**config.mk**
```make
export PLATFORM = sky130hd
export DESIGN_NAME = cbpn_fifo
export DESIGN_NICKNAME = d
export VERILOG_FILES = /design/src/hw/rtl/cbpn_pkg.sv /design/src/hw/rtl/cbpn_fifo.sv
export SDC_FILE = /design/constraint.sdc
export NUM_CORES = 2
export LEC_CHECK = 0
export BUFFER_PORTS_ARGS = -buffer_cell sky130_fd_sc_hd__buf_2
export CELL_PAD_IN_SITES_DETAIL_PLACEMENT = 1
export CELL_PAD_IN_SITES_GLOBAL_PLACEMENT = 1
export CORE_MARGIN = 3
export CORE_UTILIZATION = 30
export CTS_CLUSTER_DIAMETER = 60
export DETAILED_ROUTE_END_ITERATION = 10
export HOLD_SLACK_MARGIN = 0.1
export MAX_ROUTING_LAYER = met4
export PLACE_DENSITY = 0.48
export REMOVE_ABC_BUFFERS = 1
export SYNTH_ARGS = -nofsm -noshare
export SYNTH_HDL_FRONTEND = slang
export SYNTH_SLANG_ARGS = --single-unit
export TNS_END_PERCENT = 1
```
**constraint.sdc**
```tcl
create_clock -name clock -period 4.4 [get_ports clock]
set_input_delay 0.22 -clock clock [delete_from_list [all_inputs] [get_ports clock]]
set_output_delay 0.22 -clock clock [all_outputs]
set_load 0.01 [all_outputs]
```
**src/hw/rtl/cbpn_pkg.sv**
```systemverilog
package cbpn_pkg;

   localparam int COORD_BITS = 32;
   localparam int PARAM_BITS = 16;
   localparam int T_BITS     = PARAM_BITS + 1;
   localparam int NORM_BITS  = 16;
   localparam int UNIT_Q14   = 16384;
   localparam int CSR_IDX_BITS = 3;
   localparam int WIDE_BITS  = COORD_BITS + 2;
   localparam int MAG_BITS   = 24;
   localparam int SQ_BITS    = 2 * MAG_BITS + 1;
   localparam int ROOT_BITS  = 25;
   localparam int QUO_BITS   = 15;
   localparam int NUM_BITS   = MAG_BITS + 15;

   localparam logic [CSR_IDX_BITS-1:0] REG_START_X  = 3'd0;
   localparam logic [CSR_IDX_BITS-1:0] REG_START_Y  = 3'd1;
   localparam logic [CSR_IDX_BITS-1:0] REG_CTRL1_X  = 3'd2;
   localparam logic [CSR_IDX_BITS-1:0] REG_CTRL1_Y  = 3'd3;
   localparam logic [CSR_IDX_BITS-1:0] REG_CTRL2_X  = 3'd4;
   localparam logic [CSR_IDX_BITS-1:0] REG_CTRL2_Y  = 3'd5;
   localparam logic [CSR_IDX_BITS-1:0] REG_FINISH_X = 3'd6;
   localparam logic [CSR_IDX_BITS-1:0] REG_FINISH_Y = 3'd7;

   typedef struct packed {
      logic signed [WIDE_BITS-1:0] px;
      logic signed [WIDE_BITS-1:0] py;
      logic signed [WIDE_BITS-1:0] dx;
      logic signed [WIDE_BITS-1:0] dy;
   } front_item_type;

   typedef struct packed {
      logic signed [COORD_BITS-1:0] point_x;
      logic signed [COORD_BITS-1:0] point_y;
      logic signed [NORM_BITS-1:0]  normal_x;
      logic signed [NORM_BITS-1:0]  normal_y;
      logic                         zero_tangent;
   } result_type;

   function automatic logic signed [WIDE_BITS-1:0] clamp_coord(
      input logic signed [WIDE_BITS-1:0] v);
      logic signed [WIDE_BITS-1:0] hi;
      logic signed [WIDE_BITS-1:0] lo;
      hi = WIDE_BITS'((64'sd1 <<< (COORD_BITS - 1)) - 64'sd1);
      lo = -hi - WIDE_BITS'(1);
      if (v > hi) return hi;
      if (v < lo) return lo;
      return v;
   endfunction

endpackage

```
**src/hw/rtl/cbpn_fifo.sv**
```systemverilog
// short queue between front and back
module cbpn_fifo (
   input  logic                         clock,
   input  logic                         reset,
   input  logic                         wr_en,
   input  cbpn_pkg::front_item_type     wr_data,
   input  logic                         rd_en,
   output cbpn_pkg::front_item_type     rd_data,
   output logic                         not_empty,
   output logic [3:0]                   count
);
   import cbpn_pkg::*;

   front_item_type mem_ff [16];
   logic [3:0] wp_ff, rp_ff;
   logic [4:0] cnt_ff;

   always_ff @(posedge clock) begin
      if (wr_en) mem_ff[wp_ff] <= wr_data;
   end

   always_ff @(posedge clock) begin
      if (reset) begin
         wp_ff <= '0;
         rp_ff <= '0;
         cnt_ff <= '0;
      end else begin
         if (wr_en) wp_ff <= wp_ff + 4'd1;
         if (rd_en) rp_ff <= rp_ff + 4'd1;
         cnt_ff <= cnt_ff + 5'(wr_en) - 5'(rd_en);
      end
   end

   assign rd_data = mem_ff[rp_ff];
   assign not_empty = cnt_ff != 5'd0;
   assign count = cnt_ff[4] ? 4'hF : cnt_ff[3:0];
endmodule

```
==> reports/summary.txt <==
Status: finished, final reports clean
Worst Hold Class: in2reg
Clock skew: 0.07194 ns
Worst-path fanout max: 48
Power Total: 47.90 mW
Clk buf depth: 4
Antenna violations before repair: 32
Worst path bufs/invs: 1
FMAX: 267.6 MHz
Static Leakage: 30.58 nW
Post-Route WL: 223500 um
Largest net degree at the start of global routing: 87
Htree depth: 5
Setup Buffers After CTS: 0
Iter 0 DRT Violations: 3048
Kind of critical path: reg2out
Critical Path RT: 4.18 ns
Main synth FF type: edfxtp_1
Crit-path leading delay family: simple AND/OR/NAND/NOR gates
Crit path launch type: flop
CTS tree: built
Area grow syn2layout: 20.06%
Max-cap violations: 0
DP Cell Count: 7296
GPL Wtd Cong: 0.6964
Layout cells sized above 1: 0.3045
Setup crit end kind: primary output
Highest cell delay on the worst timing path: 0.92 ns
Seq cells post-synth: 2193
Global-route wire length before repair: 321200 um
Via count: 38970
Tcrit/Tclk final: 0.8494
Commonest non-fill, non-tap cell in the layout: edfxtp_1
Worst-path clk slew: 0.06 ns
Pins Over Slew Limit: 0
Placed cell area: 88850 um^2
CP Cell Sequence: nand2b_4 -> o22ai_1 -> nor2_1 -> buf_2
DIE AREA: 280400 um^2
# nets final: 4288
Clock Latency Late Sink: 0.85 ns
Total core area: 271700 um^2
Chip Width: 529.5 um
Vias in the first global route: 42698
Post-synth EDFFs: 2176
Commonest cells after routing, fill and taps aside: edfxtp_1, mux4_2, buf_2
Synth Instances: 3501
Antenna Nets Post-Route: 0
Post-Syn Area: 82220 um^2
Relative slew margins: 0.1849
Post-route setup slack: 0.6628 ns
Worst Tran Pin Value: 1.220 ns
Yosys synthesis warning count: 0
Gr usage total: 0.1630
Asr flop ratio synth: 0
Grt total ovfl: 0
Power Density: 485.2 nW/um^2
First-pass DRT Iterations: 5
Slowest CP cell: nand2b_4
Place WS: 1.315 ns
Final std cells w/o fill: 7915
FP Rows: 191
Final min period: 3.737 ns
Port bufs: 280
Top cells by area, synth: edfxtp_1, mux4_2, a22oi_1
Average size of a mapped cell: 23.49 um^2
Vias per cell: 4.924
Crit path arrival time: 3.52 ns
Maximum VDD drop: 0.0002612 V
Final Setup Violations: 0
Cell taking the most area after synthesis: edfxtp_1
Fin area: 98710 um^2
DPL Wire Length: 122300 um
RSZ-0062 raised after global routing: false
CTS sink count: 2193
Total CTS buffers: 268
WL/cell: 28.24 um
Synth top area share: 0.7947
CTS root buf: clkbuf_16
Die extent in y: 529.5 um
Synth unique cells: 32
I/O Pins: 281
Initial core utilization: 0.3026
Seq/Total Area, Yosys: 0.7988
Final hold vios: 0
Remaining DRCs: 0
kinds of logic after synthesis:
kind of cell | Yosys count | share of synthesized area
flops | 2193 | 0.7988
mux | 585 | 0.1500
compound gates | 276 | 0.02295
simple gates | 229 | 0.01222
buf+inv | 196 | 0.01293
fa+ha+maj | 13 | 0.002069
xor+xnor | 9 | 0.0009586
state kept, by name, indices dropped and copies added (netlist names), named ones only:
signal	cells
mem_ff	2176
wp_ff	4
cnt_ff	5
rp_ff	4
synthesized netlist by cell type, types with 2 or more instances:
master and number:
edfxtp_1 2176, mux4_2 518, a22oi_1 141, o22ai_1 118, nand2_1 98, nor2_1 75
mux2i_1 67, buf_2 65, clkbuf_1 50, buf_4 33, buf_1 20, and2_1 19
dfxtp_1 17, buf_6 16, nand4_1 16, o21ai_0 13, ha_1 12, inv_1 10
nor2b_1 7, nand2b_1 6, xor2_1 5, or2_2 4, xnor2_1 4, a21oi_1 2
clkbuf_2 2
where the power goes:
part           switching, mW  internal (mW)
Clock                   8.60           12.6
Combinational           1.92           1.39
Sequential            0.0859           23.3
Total                   10.6           37.3
per-stage QoR:
stage	hold slack [ns]	utilization	setup TNS, ns
2_1_floorplan	0.2916	-	-2326.03
3_3_place_gp	0.5030	0.3270	0
3_5_place_dp	0.5253	0.3270	0
4_1_cts	0.2294	0.3631	0
5_1_grt	0.2945	0.3633	0
6_report	0.3111	0.3633	0
repair_timing:
item | in CTS | in global routing
hold buffers | 139 | 0
resized for setup | 0 | 0
hold endpoints to repair | 2194 | 0
per-layer routing:
layer  vias up  routed length [um]  global-route usage  part of all wire
met5         -                   0                   -                 0
met3       312               10290             0.02932             0.046
met4         0                4726             0.04002             0.021
li1      16314                   -                   -                 -
met1     21489              100800              0.2181              0.45
met2       855              107700              0.2583              0.48
final timing paths:
check / slack (ns) / cells past startpoint / from / endpoint
worst max register to register: 1.88 / 3 / wp_ff[2]$_SDFFE_PP0P_ / mem_ff[2][100]$_DFFE_PP_
worst max-delay path: 0.66 / 4 / flop / rd_data[57]
worst min-delay path: 0.31 / 2 / wr_data[15] / mem_ff[3][15]$_DFFE_PP_
worst min register to register: 0.57 / 2 / rp_ff[2]$_SDFFE_PP0P_ / rp_ff[2]$_SDFFE_PP0P_
area by class of cell:
type                            instances  area [um^2]
Inverter                               10        37.54
Sequential cell                      2193        65700
Clock buffer                          332         7159
Antenna cell                           20        50.05
Tap cell                             3570         4467
Clock inverter                        128         1264
Multi-Input combinational cell       1112        15570
Timing Repair Buffer                  550         4464
Fill cell                           25879       173000
Note: power is estimated with default switching activity, not from simulation.
